==> src/rtl/core/assert_macros.svh <==
// ----------------------------------------------------------------------------
// assert_macros.svh
// shared concurrent assertion macros for the bit field copy block
// ----------------------------------------------------------------------------
`ifndef ASSERT_MACROS_SVH
`define ASSERT_MACROS_SVH

// checked on every clock edge outside reset
`define BEF_ASSERT(label, prop, msg) \
	label: assert property (@(posedge clk) disable iff (!arst_n) prop) else $error(msg);

// checked on every clock edge, reset included
`define BEF_ASSERT_ALWAYS(label, prop, msg) \
	label: assert property (@(posedge clk) prop) else $error(msg);

`endif

==> src/rtl/core/bef_pkg.sv <==
// ----------------------------------------------------------------------------
// bef_pkg
// shared types and constants of the bit field copy block
// ----------------------------------------------------------------------------
package bef_pkg;

	localparam int BUF_BYTES = 32;
	localparam int BUF_AW    = $clog2(BUF_BYTES);
	localparam int QDEPTH    = 2;
	localparam int QAW       = $clog2(QDEPTH);

	typedef enum logic [1:0] {
		REQ_WR_SRC = 2'd0,
		REQ_WR_DST = 2'd1,
		REQ_COPY   = 2'd2,
		REQ_RD_DST = 2'd3
	} req_t;

	// classified request handed from front to back
	typedef struct packed {
		req_t       req;
		logic [4:0] idx;
		logic [7:0] data;
		logic [8:0] sbits;
		logic [7:0] sstart;
		logic [1:0] sord;
		logic [8:0] dbits;
		logic [1:0] dord;
		logic [8:0] n;
		logic       rev;
		logic [9:0] tstart;
	} cmd_t;

endpackage

==> src/rtl/core/bitwise_endian_field_copy.sv <==
// ----------------------------------------------------------------------------
// bitwise_endian_field_copy
// bit field copy between two byte stores with per-field bit and byte order
// ----------------------------------------------------------------------------
// requests enter through push/full, one per cycle while full is low, and
// land in a two entry request queue. results leave through empty/pop, one
// result per request, in request order, held in a single output register.
// a byte write or byte read pushed at one edge shows its result at the
// next edge when nothing waits. a copy of n bits occupies the back end
// through its copy and drain states, one bit per cycle through a read
// stage on the source store and a bit write on the destination store;
// the front queue keeps taking requests meanwhile until it fills.
// while a result waits unpopped the back end takes no new request, the
// queue fills and full rises. reset empties the queue and
// the result register; the two byte stores hold no defined value until
// written.
// ----------------------------------------------------------------------------
module bitwise_endian_field_copy (
	input  logic       clk,
	input  logic       arst_n,
	input  logic       push,
	output logic       full,
	input  logic [1:0] req_type,
	input  logic [4:0] byte_index,
	input  logic [7:0] byte_data,
	input  logic [8:0] src_bits,
	input  logic [7:0] src_start,
	input  logic [1:0] src_order,
	input  logic [8:0] dst_bits,
	input  logic [7:0] dst_start,
	input  logic [1:0] dst_order,
	output logic       empty,
	input  logic       pop,
	output logic [7:0] read_data,
	output logic [8:0] bits_copied
);

	logic          cmd_valid;
	logic          cmd_take;
	bef_pkg::cmd_t cmd;

	bef_front u_front (
		.clk        (clk),
		.arst_n     (arst_n),
		.push       (push),
		.full       (full),
		.req_type   (req_type),
		.byte_index (byte_index),
		.byte_data  (byte_data),
		.src_bits   (src_bits),
		.src_start  (src_start),
		.src_order  (src_order),
		.dst_bits   (dst_bits),
		.dst_start  (dst_start),
		.dst_order  (dst_order),
		.cmd_valid  (cmd_valid),
		.cmd        (cmd),
		.cmd_take   (cmd_take)
	);

	bef_back u_back (
		.clk         (clk),
		.arst_n      (arst_n),
		.cmd_valid   (cmd_valid),
		.cmd         (cmd),
		.cmd_take    (cmd_take),
		.empty       (empty),
		.pop         (pop),
		.read_data   (read_data),
		.bits_copied (bits_copied)
	);

endmodule

==> src/rtl/core/bef_front.sv <==
// ----------------------------------------------------------------------------
// bef_front
// accepts requests, works out copy length and direction, and queues them
// ----------------------------------------------------------------------------
`include "assert_macros.svh"

module bef_front (
	input  logic          clk,
	input  logic          arst_n,
	input  logic          push,
	output logic          full,
	input  logic [1:0]    req_type,
	input  logic [4:0]    byte_index,
	input  logic [7:0]    byte_data,
	input  logic [8:0]    src_bits,
	input  logic [7:0]    src_start,
	input  logic [1:0]    src_order,
	input  logic [8:0]    dst_bits,
	input  logic [7:0]    dst_start,
	input  logic [1:0]    dst_order,
	output logic          cmd_valid,
	output bef_pkg::cmd_t cmd,
	input  logic          cmd_take
);

	bef_pkg::cmd_t        queue_q [bef_pkg::QDEPTH];
	logic [bef_pkg::QAW-1:0] wr_ptr_q;
	logic [bef_pkg::QAW-1:0] rd_ptr_q;
	logic [bef_pkg::QAW:0]   cnt_q;

	logic signed [9:0] sleft;
	logic signed [9:0] dleft;
	logic signed [9:0] nmin;
	logic              rev;
	bef_pkg::cmd_t     cmd_in;
	logic              do_push;

	assign sleft = $signed({1'b0, src_bits}) - $signed({2'b00, src_start});
	assign dleft = $signed({1'b0, dst_bits}) - $signed({2'b00, dst_start});
	assign nmin  = (sleft < dleft) ? sleft : dleft;
	assign rev   = src_order[1] ^ dst_order[1];

	always_comb begin
		cmd_in.req    = bef_pkg::req_t'(req_type);
		cmd_in.idx    = byte_index;
		cmd_in.data   = byte_data;
		cmd_in.sbits  = src_bits;
		cmd_in.sstart = src_start;
		cmd_in.sord   = src_order;
		cmd_in.dbits  = dst_bits;
		cmd_in.dord   = dst_order;
		cmd_in.n      = nmin[9] ? 9'd0 : nmin[8:0];
		cmd_in.rev    = rev;
		// reversed copy walks the destination downward from its far end
		cmd_in.tstart = rev ? ({2'b00, dst_start} + $unsigned(sleft) - 10'd1)
			: {2'b00, dst_start};
	end

	assign full      = (cnt_q == (bef_pkg::QAW+1)'(bef_pkg::QDEPTH));
	assign do_push   = push && !full;
	assign cmd_valid = (cnt_q != '0);
	assign cmd       = queue_q[rd_ptr_q];

	always_ff @(posedge clk) begin
		if (do_push) begin
			queue_q[wr_ptr_q] <= cmd_in;
		end
	end

	always_ff @(posedge clk or negedge arst_n) begin
		if (!arst_n) begin
			wr_ptr_q <= '0;
			rd_ptr_q <= '0;
			cnt_q    <= '0;
		end else begin
			if (do_push) begin
				wr_ptr_q <= wr_ptr_q + 1'b1;
			end
			if (cmd_take) begin
				rd_ptr_q <= rd_ptr_q + 1'b1;
			end
			case ({do_push, cmd_take})
				2'b10:   cnt_q <= cnt_q + 1'b1;
				2'b01:   cnt_q <= cnt_q - 1'b1;
				default: cnt_q <= cnt_q;
			endcase
		end
	end

	`BEF_ASSERT(a_take_needs_entry, cmd_take |-> (cnt_q != '0), "request taken from empty queue")

endmodule

==> src/rtl/core/bef_back.sv <==
// ----------------------------------------------------------------------------
// bef_back
// holds both byte stores, runs byte requests and the bit serial copy,
// and keeps the result register
// ----------------------------------------------------------------------------
`include "assert_macros.svh"

module bef_back (
	input  logic          clk,
	input  logic          arst_n,
	input  logic          cmd_valid,
	input  bef_pkg::cmd_t cmd,
	output logic          cmd_take,
	output logic          empty,
	input  logic          pop,
	output logic [7:0]    read_data,
	output logic [8:0]    bits_copied
);

	typedef enum logic [1:0] {
		S_IDLE,
		S_COPY,
		S_DRAIN
	} state_t;

	typedef struct packed {
		logic                    ok;
		logic [bef_pkg::BUF_AW-1:0] addr;
		logic [2:0]              bpos;
	} map_t;

	function automatic map_t map_bit(logic [8:0] bits, logic [9:0] pos, logic [1:0] order);
		logic [6:0] size;
		logic [6:0] raw;
		logic [7:0] idx;
		map_t       m;
		size   = 7'(({1'b0, bits} + 10'd7) >> 3);
		raw    = pos[9:3];
		idx    = order[0] ? ({1'b0, size} - 8'd1 - {1'b0, raw}) : {1'b0, raw};
		m.ok   = (pos < {1'b0, bits}) && !idx[7] && (idx < 8'(bef_pkg::BUF_BYTES));
		m.addr = idx[bef_pkg::BUF_AW-1:0];
		m.bpos = order[1] ? ~pos[2:0] : pos[2:0];
		return m;
	endfunction

	logic [7:0] src_mem [bef_pkg::BUF_BYTES];
	logic [7:0] dst_mem [bef_pkg::BUF_BYTES];

	state_t     state_q;
	logic       res_valid_q;
	logic [7:0] res_rd_q;
	logic [8:0] res_bc_q;

	logic [8:0] sbits_q;
	logic [1:0] sord_q;
	logic [8:0] dbits_q;
	logic [1:0] dord_q;
	logic       rev_q;
	logic [8:0] n_q;
	logic [8:0] spos_q;
	logic [9:0] tpos_q;
	logic [8:0] cnt_q;

	logic       vld_s1;
	logic [7:0] src_rd_s1;
	logic       sok_s1;
	logic [2:0] sbit_s1;
	logic       dok_s1;
	logic [bef_pkg::BUF_AW-1:0] dbyte_s1;
	logic [2:0] dbit_s1;

	map_t       smap;
	map_t       dmap;
	logic       idx_ok;

	assign smap     = map_bit(sbits_q, {1'b0, spos_q}, sord_q);
	assign dmap     = map_bit(dbits_q, tpos_q, dord_q);
	assign idx_ok   = (32'(cmd.idx) < bef_pkg::BUF_BYTES);
	assign cmd_take = (state_q == S_IDLE) && cmd_valid && (!res_valid_q || pop);

	assign empty       = !res_valid_q;
	assign read_data   = res_rd_q;
	assign bits_copied = res_bc_q;

	// source store and its registered read port
	always_ff @(posedge clk) begin
		if (cmd_take && (cmd.req == bef_pkg::REQ_WR_SRC) && idx_ok) begin
			src_mem[cmd.idx[bef_pkg::BUF_AW-1:0]] <= cmd.data;
		end
		src_rd_s1 <= src_mem[smap.addr];
	end

	// destination store: byte writes and single bit writes of the copy
	always_ff @(posedge clk) begin
		if (cmd_take && (cmd.req == bef_pkg::REQ_WR_DST) && idx_ok) begin
			dst_mem[cmd.idx[bef_pkg::BUF_AW-1:0]] <= cmd.data;
		end else if (vld_s1 && dok_s1) begin
			dst_mem[dbyte_s1][dbit_s1] <= sok_s1 & src_rd_s1[sbit_s1];
		end
	end

	always_ff @(posedge clk or negedge arst_n) begin
		if (!arst_n) begin
			state_q     <= S_IDLE;
			res_valid_q <= 1'b0;
			res_rd_q    <= '0;
			res_bc_q    <= '0;
			vld_s1      <= 1'b0;
			sbits_q     <= '0;
			sord_q      <= '0;
			dbits_q     <= '0;
			dord_q      <= '0;
			rev_q       <= 1'b0;
			n_q         <= '0;
			spos_q      <= '0;
			tpos_q      <= '0;
			cnt_q       <= '0;
			sok_s1      <= 1'b0;
			sbit_s1     <= '0;
			dok_s1      <= 1'b0;
			dbyte_s1    <= '0;
			dbit_s1     <= '0;
		end else begin
			vld_s1   <= (state_q == S_COPY);
			sok_s1   <= smap.ok;
			sbit_s1  <= smap.bpos;
			dok_s1   <= dmap.ok;
			dbyte_s1 <= dmap.addr;
			dbit_s1  <= dmap.bpos;
			case (state_q)
				S_IDLE: begin
					if (cmd_take) begin
						res_rd_q <= ((cmd.req == bef_pkg::REQ_RD_DST) && idx_ok) ?
							dst_mem[cmd.idx[bef_pkg::BUF_AW-1:0]] : 8'd0;
						res_bc_q <= '0;
						case (cmd.req)
							bef_pkg::REQ_WR_SRC,
							bef_pkg::REQ_WR_DST: begin
								res_valid_q <= 1'b1;
							end
							bef_pkg::REQ_RD_DST: begin
								res_valid_q <= 1'b1;
							end
							bef_pkg::REQ_COPY: begin
								if (cmd.n == '0) begin
									res_valid_q <= 1'b1;
								end else begin
									res_valid_q <= 1'b0;
									sbits_q     <= cmd.sbits;
									sord_q      <= cmd.sord;
									dbits_q     <= cmd.dbits;
									dord_q      <= cmd.dord;
									rev_q       <= cmd.rev;
									n_q         <= cmd.n;
									spos_q      <= {1'b0, cmd.sstart};
									tpos_q      <= cmd.tstart;
									cnt_q       <= cmd.n;
									state_q     <= S_COPY;
								end
							end
							default: begin
								res_valid_q <= 1'b1;
							end
						endcase
					end else if (pop) begin
						res_valid_q <= 1'b0;
					end
				end
				S_COPY: begin
					spos_q <= spos_q + 9'd1;
					tpos_q <= rev_q ? (tpos_q - 10'd1) : (tpos_q + 10'd1);
					cnt_q  <= cnt_q - 9'd1;
					if (cnt_q == 9'd1) begin
						state_q <= S_DRAIN;
					end
				end
				S_DRAIN: begin
					res_valid_q <= 1'b1;
					res_rd_q    <= '0;
					res_bc_q    <= n_q;
					state_q     <= S_IDLE;
				end
				default: begin
					state_q <= S_IDLE;
				end
			endcase
		end
	end

	`BEF_ASSERT(a_copy_slot_free, (state_q != S_IDLE) |-> !res_valid_q, "result slot busy during copy")
	`BEF_ASSERT(a_copy_count_live, (state_q == S_COPY) |-> (cnt_q != '0), "copy running with no bits left")
	`BEF_ASSERT(a_bit_write_in_copy, vld_s1 |-> ((state_q == S_COPY) || (state_q == S_DRAIN)), "bit write outside copy")
	`BEF_ASSERT(a_drain_result, (state_q == S_DRAIN) |=> (res_valid_q && (res_bc_q == $past(n_q))), "copy result lost")

endmodule

==> config.mk <==
export PLATFORM = sky130hd
export DESIGN_NAME = bitwise_endian_field_copy
export DESIGN_NICKNAME = d
export VERILOG_FILES = /design/src/rtl/core/bef_pkg.sv /design/src/rtl/core/bitwise_endian_field_copy.sv /design/src/rtl/core/bef_front.sv /design/src/rtl/core/bef_back.sv
export VERILOG_INCLUDE_DIRS = /design/src /design/src/rtl/core
export SDC_FILE = /design/constraint.sdc
export NUM_CORES = 1
export LEC_CHECK = 0
export ABC_AREA = 1
export BUFFER_PORTS_ARGS = -buffer_cell sky130_fd_sc_hd__buf_2
export CAP_MARGIN = 5
export CORE_ASPECT_RATIO = 1.1
export CORE_MARGIN = 5
export CORE_UTILIZATION = 45
export CTS_CLUSTER_SIZE = 30
export DETAILED_ROUTE_END_ITERATION = 12
export MAX_ROUTING_LAYER = met4
export PLACE_DENSITY = 0.69
export REMOVE_ABC_BUFFERS = 1
export SLEW_MARGIN = 20
export SYNTH_ARGS = -nofsm -noshare
export SYNTH_HDL_FRONTEND = slang
export SYNTH_SLANG_ARGS = --single-unit
==> constraint.sdc <==
create_clock -name clk -period 4.4 [get_ports clk]
set_input_delay 0.44 -clock clk [delete_from_list [all_inputs] [get_ports clk]]
set_output_delay 0.44 -clock clk [all_outputs]
set_load 0.01 [all_outputs]
==> impl_metrics.csv, run 1 <==
group,metric,value,unit
min_path,min_delay_path_depth,1,
power,pwr-share-comb,45.2,%
timing,period_share,81.7,%
clock_tree,cts_made_buffers,73,
synth,synth_area_leaders,"edfxtp_1 (56%), nor2_1 (7.2%), dfrtp_1 (7.1%), nand2_1 (5.5%), o21ai_0 (2.9%)",
clock_tree,cts_sinks,748,
timing,skew,0.0227,ns
route,first_pass_iters,6,
timing,slew_viol_final,0,
worst_setup_path,r2r_slack,0.98,ns
timing,clock.fmax,278,MHz
grt,overflow,0,
synth,synth_edf_count,642,
floorplanning,coreArea,75900,um2
power,pwr-share-clk,21.1,%
worst_setup_path,timing.critical_path.mode_cell,"nor2_1",
synth,synth_ff_type,"edfxtp_1",
floorplanning,die_w,274,um
final_layout,nets,3450,
timing,holdWs,0.0319,ns
synth,synth_area_leader_cell,"edfxtp_1",
route,drt_iter0_markers,2128,
clock_tree,cts_tree,"yes",
clock_tree,clk_pin_slew,0.06,ns
grt,grt_max_degree,91,
timing,hold_viol_final,0,
min_path,min_to,"u_front.queue_q[1][44]$_DFFE_PP_",
floorplanning,die_h,300,um
route,viasPerCell,5.48,
clock_tree,clock-root-buffer,"clkbuf_16",
grt,grt_pass1_vias,23666,
worst_setup_path,required,4.76,ns
synth,synth_seq_cells,748,
place,place_congestion,0.935,
floorplanning,ios,76,
timing,rsz0062_at_grt,"false",
power,seqPwrFrac,33.7,%
worst_setup_path,critPathTopFamily,"adder cells",
clock_tree,ctsLongestPathBuffers,3,
power,finalPower,29.5,mW
synth,synth.most_common_cell,"nor2_1",
route,drc,0,
synth,ys_warn_count,0,
synth,yosysTopAreaCellShare,56.1,%
worst_setup_path,path_cells,"dlygate4sd3_1 -> buf_2 -> inv_1 -> ha_1 -> fa_1 -> xnor2_1 -> inv_1 -> ha_1 -> fa_1 -> o21ai_0 -> nand2_1 -> nand2_1 -> a21oi_1 -> nor2_1 -> nor2_1 -> o21bai_1 -> xor2_1 -> nor2_1",
grt,grt_pass1_wl,133000,um
power,p_switching,12.6,mW
grt,grt_usage,21.4,%
route,post_drt_wl_per_cell,19.6,um
final_layout,drive_gt1_share,10.5,%
synth,avgSynthCellArea,10.7,um2
clock_tree,htree_levels,3,
timing,fin_ws,0.806,ns
worst_setup_path,worst_r2r_endpoint,"u_back.src_mem[28][6]$_DFFE_PP_",
worst_setup_path,endpoint_kind,"flop",
min_path,min_from,"src_bits[3]",
timing,tightest_slew,0.950,ns
final_layout,syn_to_final_growth,12.9,%
worst_setup_path,crit_fanout,3,
worst_setup_path,crit_buf_inv,4,
floorplanning,rows,106,
synth,synthesis.area,34400,um2
power,p_int,16.9,mW
final_layout,fillers,6702,
synth,ys_types,55,
power,p_sw_share,42.6,%
power,p_leak,14.6,nW
route,drt-total-wl,86200,um
worst_setup_path,arrival,3.95,ns
timing,fin_crit,3.59,ns
power,ir_worst_vdd,0.000795,V
synth,async_flop_share,13.1,%
place,post-place-ws,0.699,ns
route,vias,24139,
run,max_cap_viol_count,0,
worst_setup_path,crit_slowest_cell,"dlygate4sd3_1",
synth,syn_inst,3209,
min_path,min-delay-path-class,"in2reg",
timing,relSlewSlack,36.7,%
clock_tree,worstSkewPairLatency,0.62,ns
power,powerDensity,760,nW/um2
place,dp_hpwl,55600,um
floorplanning,die_area,82000,um2
worst_setup_path,crit_path_start_kind,"input pin",
status,status,"finished clean",
synth,synth_common_cells,"nor2_1 (662), edfxtp_1 (642), nand2_1 (501)",
floorplanning,initial_utilization,45.3,%
worst_setup_path,max_stage_delay,0.52,ns
worst_setup_path,worstSetupPathType,"in2reg",
place,io_buffer_count,75,
route,antenna_left,0,
grt,antenna_found_initial,3,
worst_setup_path,r2r-start,"u_front.rd_ptr_q$_DFFE_PN0P_",
timing,setup_viol,0,
worst_setup_path,rr_worst_depth,6,
synth,seq_area_frac_synth,63.7,%
-- layout make-up --
cell class	instances	area, um2	share of cell area, %
flip-flops and latches	748	21900	56.4
multi-input cells	2040	10900	28.2
well taps	1026	1280	3.31
clock buffers	91	1970	5.07
clock inverters	44	418	1.08
repair buffers	176	1270	3.28
diodes	2	5.00	0.0129
inverters	274	1040	2.67
-- cells by family after synthesis --
| logic type | Yosys count | share of synthesized area (%) |
|---|---|---|
| DFF | 748 | 63.7 |
| buffers and inverters | 421 | 4.84 |
| and+or+nand+nor | 1411 | 18.1 |
| adders and majority gates | 80 | 3.04 |
| muxes | 6 | 0.175 |
| AOI/OAI and AO/OA | 518 | 9.53 |
| xor gates and xnor gates | 25 | 0.637 |
-- worst reg2reg max path: cells and delay by family (launching register included) --
kind | cells | cell delay (ns)
simple gates | 3 | 1.64
compound gates | 1 | 0.21
flops | 1 | 0.44
buf+inv | 2 | 0.75
-- what timing repair did --
| action | CTS | global route |
|---|---|---|
| resized for setup | 0 | 0 |
| hold buffers | 16 | 0 |
| buffers inserted | 0 | 0 |
| endpoints found under the hold margin | 83 | 0 |
-- worst max path at each step --
stage,startpoint,endpoint,depth (start not counted)
final,src_bits[0],u_front.queue_q[0][9]$_DFFE_PP_,18
after global routing,src_bits[0],u_front.queue_q[1][9]$_DFFE_PP_,18
after CTS,src_bits[0],u_front.queue_q[0][9]$_DFFE_PP_,18
after detailed placement,src_bits[0],u_front.queue_q[1][9]$_DFFE_PP_,17
after global placement,src_bits[0],u_front.queue_q[0][9]$_DFFE_PP_,17
after floorplan,u_back.sord_q[0]$_DFFE_PN0P_,u_back.src_rd_s1[0]$_DFF_P_,7
-- sequential cells by signal, indices dropped and copies added, names as in the netlist, 2 cells and up --
signal	count
u_back.dst_mem	256
u_back.dbit_s1	3
u_back.sbits_q	9
u_back.spos_q	9
u_back.dbits_q	9
u_back.src_mem	256
u_back.bits_copied	9
u_back.dbyte_s1	5
u_front.queue_q	130
u_back.sord_q	2
u_back.tpos_q	10
u_back.read_data	8
u_back.n_q	9
u_back.sbit_s1	3
u_back.cnt_q	9
u_back.src_rd_s1	8
u_back.state_q	2
u_back.dord_q	2
u_front.cnt_q	2
-- power groups by stage --
stage,Sequential (mW),Combinational [mW],Clock [mW]
6_report,9.94,13.3,6.23
5_1_grt,10.0,14.8,6.63
3_5_place_dp,10.1,13.1,0
2_1_floorplan,10.0,8.23,0
3_3_place_gp,10.1,12.9,0
4_1_cts,9.94,13.2,6.32
-- placed cells by master, fill, tap and decap left out, types with 16 or more instances in the layout --
cell type / netlist / layout
dfrtp_1: 98 / 97
buf_4: 3 / 79
a22oi_1: 16 / 16
ha_1: 74 / 74
clkinv_1: 8 / 22
o31ai_1: 16 / 16
edfxtp_1: 642 / 642
nand3_1: 66 / 65
o32ai_1: 65 / 65
o21ai_0: 202 / 201
clkbuf_16: 0 / 76
o211ai_1: 37 / 37
nand2_1: 501 / 496
nor2_1: 662 / 659
a21oi_1: 51 / 51
nor3_1: 108 / 108
o22ai_1: 84 / 84
buf_2: 29 / 74
xor2_1: 21 / 21
nand4_4: 26 / 26
dlygate4sd3_1: 0 / 16
inv_1: 257 / 256
-- through the flow --
| stage | instance area (um2) | TNS [ns] | utilization, % | cells |
|---|---|---|---|---|
| after CTS | 38800 | 0 | 51.1 | 4398 |
| after floorplan | 33700 | -345.29 | - | 3062 |
| after global routing | 38800 | 0 | 51.2 | 4401 |
| after global placement | 36200 | 0 | 47.8 | 4247 |
| final | 38800 | 0 | 51.2 | 4401 |
| after detailed placement | 36200 | 0 | 47.8 | 4247 |
-- per-layer routing --
layer / share of wire, % / wire, um / global-route usage (%) / up-vias
li1: - / - / - / 11398
met1: 39 / 33800 / 26.7 / 11670
met2: 49 / 42400 / 35.3 / 903
met3: 7.7 / 6660 / 3.49 / 168
met4: 3.9 / 3360 / 8.32 / 0
met5: 0 / 0 / - / -
Power figures use the tool's default switching activity.
==> run 2, diff against run 1 <==
PLACE_DENSITY = 0.71   (was 0.69)
clock period = 3.1 ns   (was 4.4 ns; I/O delays follow)
==> run 2 against run 1 <==
Worst setup slack got worse by 0.80 ns; sequential share of layout area down 2.6 points; cell count increased by 2.9%; hold slack improved by 0.078 ns; clock-buffer cell count grew 16; global-route usage increased by 0.41 points; critical path type is now reg2reg; largest power group unchanged.
==> impl_metrics.csv, run 2 (same netlist as run 1, synthesis figures left out) <==
group,metric,value,unit
timing,clock.fmax,323,MHz
floorplanning,rows,106,
clock_tree,ctsLongestPathBuffers,3,
worst_setup_path,worstSetupPathType,"reg2reg",
timing,tightest_slew,0.735,ns
timing,setup_viol,0,
final_layout,nets,3579,
grt,grt_max_degree,66,
route,drt_iter0_markers,2623,
power,powerDensity,1110,nW/um2
timing,relSlewSlack,51.0,%
final_layout,final_common_cell,"nor2_1",
clock_tree,cts_tree,"yes",
min_path,min_delay_path_depth,4,
grt,antenna_found_initial,2,
grt,grt_usage,21.8,%
timing,slew_viol_final,0,
final_layout,drive_gt1_share,14.9,%
min_path,min_from,"pop",
clock_tree,cts_made_buffers,72,
worst_setup_path,crit_buf_inv,6,
worst_setup_path,max_stage_delay,0.42,ns
worst_setup_path,required,3.67,ns
floorplanning,die_area,82000,um2
worst_setup_path,crit_fanout,11,
status,status,"finished clean",
floorplanning,die_h,300,um
route,antenna_left,0,
timing,rsz0062_at_grt,"true",
clock_tree,htree_levels,3,
grt,overflow,0,
worst_setup_path,worst_r2r_endpoint,"u_back.src_rd_s1[5]$_DFF_P_",
power,finalPower,45.0,mW
worst_setup_path,endpoint_kind,"flop",
clock_tree,worstSkewPairLatency,0.63,ns
timing,hold_viol_final,0,
final_layout,seqCellArea,21900,um2
timing,period_share,99.9,%
clock_tree,clock-root-buffer,"clkbuf_16",
power,p_leak,15.4,nW
final_layout,multi_input_area,11500,um2
worst_setup_path,arrival,3.67,ns
final_layout,syn_to_final_growth,18.4,%
route,viasPerCell,5.53,
route,first_pass_iters,5,
run,max_cap_viol_count,0,
final_layout,fillers,6491,
timing,holdWs,0.110,ns
min_path,min-delay-path-class,"in2reg",
place,io_buffer_count,75,
timing,skew,0.0403,ns
worst_setup_path,critPathTopFamily,"compound AO/OA/AOI/OAI gates",
floorplanning,die_w,274,um
floorplanning,initial_utilization,45.3,%
worst_setup_path,crit_slowest_cell,"fa_1",
timing,fin_crit,3.10,ns
grt,grt_pass1_vias,23856,
route,vias,25053,
power,ir_worst_vdd,0.00114,V
clock_tree,cts_sinks,748,
floorplanning,ios,76,
route,drc,0,
floorplanning,coreArea,75900,um2
worst_setup_path,rr_worst_depth,16,
min_path,min_to,"u_back.res_valid_q$_DFFE_PN0P_",
final_layout,final_cell_mix,"nor2_1 (651), edfxtp_1 (642), nand2_1 (489), inv_1 (253), o21ai_0 (192)",
grt,grt_pass1_wl,136000,um
place,place_congestion,0.889,
place,dp_hpwl,57500,um
route,drt-total-wl,90200,um
worst_setup_path,r2r-start,"u_back.sbits_q[0]$_DFFE_PN0P_",
route,post_drt_wl_per_cell,19.9,um
clock_tree,clk_pin_slew,0.06,ns
worst_setup_path,crit_path_start_kind,"flop",
worst_setup_path,r2r_slack,0.003,ns
worst_setup_path,path_cells,"nor3_2 -> buf_4 -> xor2_1 -> inv_1 -> ha_2 -> inv_2 -> fa_1 -> nand2_2 -> o21ai_4 -> buf_12 -> buf_12 -> o32ai_1 -> inv_1 -> o211ai_1 -> nand3_1 -> nand2_1",
[run 2: cell count changes in the layout (fill, tap and decap cells not counted), sizes merged, moves of 2 or more]
cell	before	now
buf	160	255
clkbuf	91	111
clkinv	39	25
dlygate4sd3	16	45
clkinvlp	4	2
bufinv	6	3
[run 2: repair_timing]
action | CTS | global route
pin swaps | 0 | 57
setup buffers | 0 | 15
setup endpoints to repair | 34 | 219
cloned | 0 | 7
gates resized for setup | 2 | 114
endpoints found under the hold margin | 122 | 0
hold buffers | 46 | 0
[run 2: worst reg2reg max path: stages, from the launching register on]
cell and delay [ns]:
dfrtp_1 0.38, nor3_2 0.17, buf_4 0.14, xor2_1 0.16, inv_1 0.07, ha_2 0.18, inv_2 0.06, fa_1 0.42
nand2_2 0.10, o21ai_4 0.08, buf_12 0.17, buf_12 0.14, o32ai_1 0.34, inv_1 0.09, o211ai_1 0.30, nand3_1 0.15
nand2_1 0.10
[run 2: per-layer routing]
layer / routed length [um] / vias up / GRT usage (%) / share of wire, %
li1: - / 11672 / - / -
met1: 34900 / 12142 / 27.3 / 39
met2: 45100 / 1044 / 36.4 / 50
met3: 6880 / 195 / 2.99 / 7.6
met4: 3370 / 0 / 8.06 / 3.7
met5: 0 / - / - / 0
[run 2: area by class of cell]
| cell class | instances | area share [%] |
|---|---|---|
| flip-flops and latches | 748 | 53.8 |
| multi-input cells | 2041 | 28.3 |
| repair buffers | 305 | 6.47 |
| clock buffers | 107 | 4.98 |
| well taps | 1026 | 3.15 |
| inverters | 274 | 2.57 |
| clock inverters | 25 | 0.707 |
| diodes | 2 | 0.0123 |
[run 2: worst max path at each step]
stage	start	end	slack, ns	cells past startpoint
after floorplan	u_back.sord_q[0]$_DFFE_PN0P_	u_back.src_rd_s1[0]$_DFF_P_	-4.14	7
after global placement	src_bits[0]	u_front.queue_q[0][9]$_DFFE_PP_	-0.37	17
after detailed placement	src_bits[0]	u_front.queue_q[0][9]$_DFFE_PP_	-0.39	17
after CTS	u_back.sbits_q[1]$_DFFE_PN0P_	u_back.src_rd_s1[3]$_DFF_P_	0.04	15
after global routing	u_back.sbits_q[0]$_DFFE_PN0P_	u_back.src_rd_s1[5]$_DFF_P_	-0.16	16
final	u_back.sbits_q[0]$_DFFE_PN0P_	u_back.src_rd_s1[5]$_DFF_P_	0.003	16
[run 2: power by group]
group	total (mW)	internal (mW)	leakage (nW)	switching [mW]
Clock	8.63	4.85	1.13	3.78
Combinational	22.2	7.60	7.16	14.6
Sequential	14.1	13.4	7.12	0.751
Total	45.0	25.8	15.4	19.2
[run 2: through the flow]
step / cells / setup WS [ns] / util (%) / TNS (ns) / instance area [um2]
global placement: 4327 / -0.366 / 48.8 / -1.74 / 37000
detailed placement: 4327 / -0.394 / 48.8 / -3.39 / 37000
floorplan: 3062 / -4.14 / - / -1488.86 / 33700
finish: 4528 / 0.00298 / 53.7 / 0 / 40700
global route: 4528 / -0.162 / 53.7 / -0.542 / 40700
CTS: 4505 / 0.0358 / 52.4 / 0 / 39800
==> run 3, diff against run 2 <==
ABC_AREA = unset   (was 1)
==> run 3 against run 2 <==
The run now ends with setup timing left; total power shrank 46%; clock power increased by 2.8%; wire length shrank 6.3%; critical path type unchanged; synthesized cell count shrank 17%; combinational power shrank 84%; largest cell class unchanged; highest routed layer unchanged.
==> impl_metrics.csv, run 3 <==
group,metric,value,unit
status,status,"complete, but fails checks",
status,failed_checks,"setup timing",
grt,antenna_found_initial,3,
place,dp_hpwl,55800,um
clock_tree,htree_levels,3,
worst_setup_path,required,3.61,ns
timing,fin_ws,-0.0146,ns
floorplanning,die_h,297,um
worst_setup_path,crit_path_start_kind,"flop",
run,max_cap_viol_count,0,
synth,synth_area_leaders,"edfxtp_1 (57%), dfrtp_1 (7.3%), mux4_2 (4.7%), nand2_1 (4.6%), nor2_1 (3.8%)",
timing,rsz0062_at_grt,"true",
route,viasPerCell,5.66,
clock_tree,cts_made_buffers,72,
timing,holdWs,0.0488,ns
worst_setup_path,crit_slowest_cell,"fa_1",
final_layout,nets,3092,
grt,grt_usage,21.0,%
timing,tightest_slew,0.984,ns
worst_setup_path,endpoint,"u_back.src_rd_s1[4]$_DFF_P_",
power,p_leak,14.4,nW
synth,avgSynthCellArea,12.7,um2
clock_tree,clock-root-buffer,"clkbuf_16",
timing,period_share,100,%
final_layout,final_cell_mix,"edfxtp_1 (642), nand2_1 (405), nor2_1 (341), buf_4 (219), dfrtp_1 (97)",
final_layout,final_util,54.0,%
synth,async_flop_share,13.1,%
worst_setup_path,worstSetupPathType,"reg2reg",
grt,grt_pass1_wl,129000,um
min_path,min-delay-path-class,"in2reg",
synth,synth_common_cells,"edfxtp_1 (642), nand2_1 (409), nor2_1 (345)",
worst_setup_path,max_stage_delay,0.49,ns
clock_tree,cts_tree,"yes",
route,post_drt_wl_per_cell,21.2,um
min_path,min_from,"src_start[1]",
synth,ys_types,71,
route,vias,22515,
grt,overflow,0,
route,first_pass_iters,5,
final_layout,final_common_cell,"edfxtp_1",
floorplanning,rows,105,
floorplanning,ios,76,
synth,synth_area_leader_cell,"edfxtp_1",
clock_tree,clk_pin_slew,0.06,ns
synth,synth_seq_cells,748,
synth,synth_ff_type,"edfxtp_1",
synth,yosysTopAreaCellShare,57.3,%
worst_setup_path,crit_fanout,6,
synth,synth_edf_count,642,
power,powerDensity,609,nW/um2
floorplanning,die_w,271,um
worst_setup_path,rr_worst_depth,13,
timing,skew,0.0229,ns
worst_setup_path,r2r-start,"u_back.sbits_q[1]$_DFFE_PN0P_",
clock_tree,cts_sinks,748,
floorplanning,die_area,80300,um2
timing,relSlewSlack,34.4,%
timing,hold_viol_final,0,
place,place_congestion,0.913,
timing,setup_viol,1,
grt,grt_max_degree,99,
clock_tree,ctsLongestPathBuffers,3,
synth,ys_warn_count,0,
worst_setup_path,timing.critical_path.mode_cell,"buf_6",
clock_tree,worstSkewPairLatency,0.63,ns
grt,grt_pass1_vias,22765,
synth,syn_inst,2648,
route,drt-total-wl,84500,um
final_layout,syn_to_final_growth,19.5,%
route,antenna_left,0,
worst_setup_path,worst_r2r_endpoint,"u_back.src_rd_s1[4]$_DFF_P_",
worst_setup_path,crit_start,"u_back.sbits_q[1]$_DFFE_PN0P_",
worst_setup_path,path_cells,"nor3_4 -> xnor2_1 -> ha_2 -> inv_2 -> fa_1 -> nand2_2 -> o21ai_4 -> buf_6 -> buf_6 -> mux4_2 -> mux2_4 -> o211ai_1 -> o21ai_1",
synth,synth.most_common_cell,"edfxtp_1",
route,drc,0,
synth,seq_area_frac_synth,65.1,%
power,ir_worst_vdd,0.000490,V
timing,clock.fmax,321,MHz
timing,slew_viol_final,0,
worst_setup_path,r2r_slack,-0.01,ns
timing,fin_crit,3.11,ns
final_layout,fillers,6102,
final_layout,drive_gt1_share,20.9,%
floorplanning,initial_utilization,45.2,%
floorplanning,coreArea,74400,um2
worst_setup_path,arrival,3.62,ns
synth,synthesis.area,33600,um2
worst_setup_path,endpoint_kind,"flop",
place,io_buffer_count,75,
route,drt_iter0_markers,1987,
-- run 3: worst max-delay path: cells and delay by family (launching register included) --
family                   cells  cell delay (ns)
multiplexers                 2             0.63
AO/OA/AOI/OAI                3             0.46
adder cells (fa/ha/maj)      2             0.71
XOR/XNOR                     1             0.16
flip-flops                   1             0.40
AND/OR/NAND/NOR              2             0.31
buffers and inverters        3             0.33
-- run 3: worst min-delay path by stage --
stage                                        endpoint  cells past startpoint
floorplan           u_back.bits_copied[0]$_DFFE_PN0P_                      0
global placement            u_back.n_q[7]$_DFFE_PN0P_                      2
detailed placement      u_back.state_q[0]$_DFFE_PN0P_                      1
CTS                  u_front.queue_q[0][34]$_DFFE_PP_                      2
global route         u_front.queue_q[0][34]$_DFFE_PP_                      2
finish               u_front.queue_q[0][34]$_DFFE_PP_                      2
-- run 3: cells by family after synthesis --
family / Yosys count / share of synthesized area (%)
XOR/XNOR: 59 / 1.58
multiplexers: 180 / 8.08
adder cells (fa/ha/maj): 83 / 3.21
AND/OR/NAND/NOR: 974 / 12.3
buffers and inverters: 229 / 2.64
flip-flops: 748 / 65.1
AO/OA/AOI/OAI: 375 / 7.13
-- run 3: final cells by class --
class                   count  area [um2]  area share, %
diodes                      3        7.51         0.0187
clock buffers              92        1940           4.82
clock inverters            41         474           1.18
inverters                  90         338          0.841
multi-input cells        1672       11300           28.1
flip-flops and latches    748       21900           54.5
well taps                 963        1200           3.00
repair buffers            371        3050           7.59
-- run 3: where the power goes --
part	internal [mW]	switching (mW)	leakage, nW	total [mW]
Sequential	11.8	0.150	7.08	11.9
Combinational	1.33	2.32	6.10	3.66
Clock	5.08	3.79	1.18	8.87
-- run 3: timing repair --
item / CTS / global route
gates resized for setup: 36 / 78
endpoints found under the hold margin: 149 / 0
endpoints found under the setup margin: 17 / 166
pin swaps: 9 / 26
gates cloned: 4 / 1
hold buffers: 46 / 0
setup buffers: 11 / 11
-- run 3: metrics by stage --
stage               setup WS, ns  instance area [um2]  setup TNS [ns]  total power [mW]  std cells
detailed placement        -0.882                36800          -17.56              15.6       3777
CTS                      0.00203                39900               0              24.5       3970
global route              -0.147                40200           -1.99              25.3       3980
global placement          -0.887                36800          -16.31              15.5       3777
floorplan                  -5.94                33100        -2639.36              14.0       2509
finish                   -0.0146                40200         -0.0146              24.5       3980
-- run 3: metal layers --
layer,wire (um),GRT usage [%],vias up
li1,-,-,10254
met3,6100,3.50,175
met4,2990,7.26,0
met2,43600,36.4,936
met1,31800,25.0,11150
met5,0,-,-
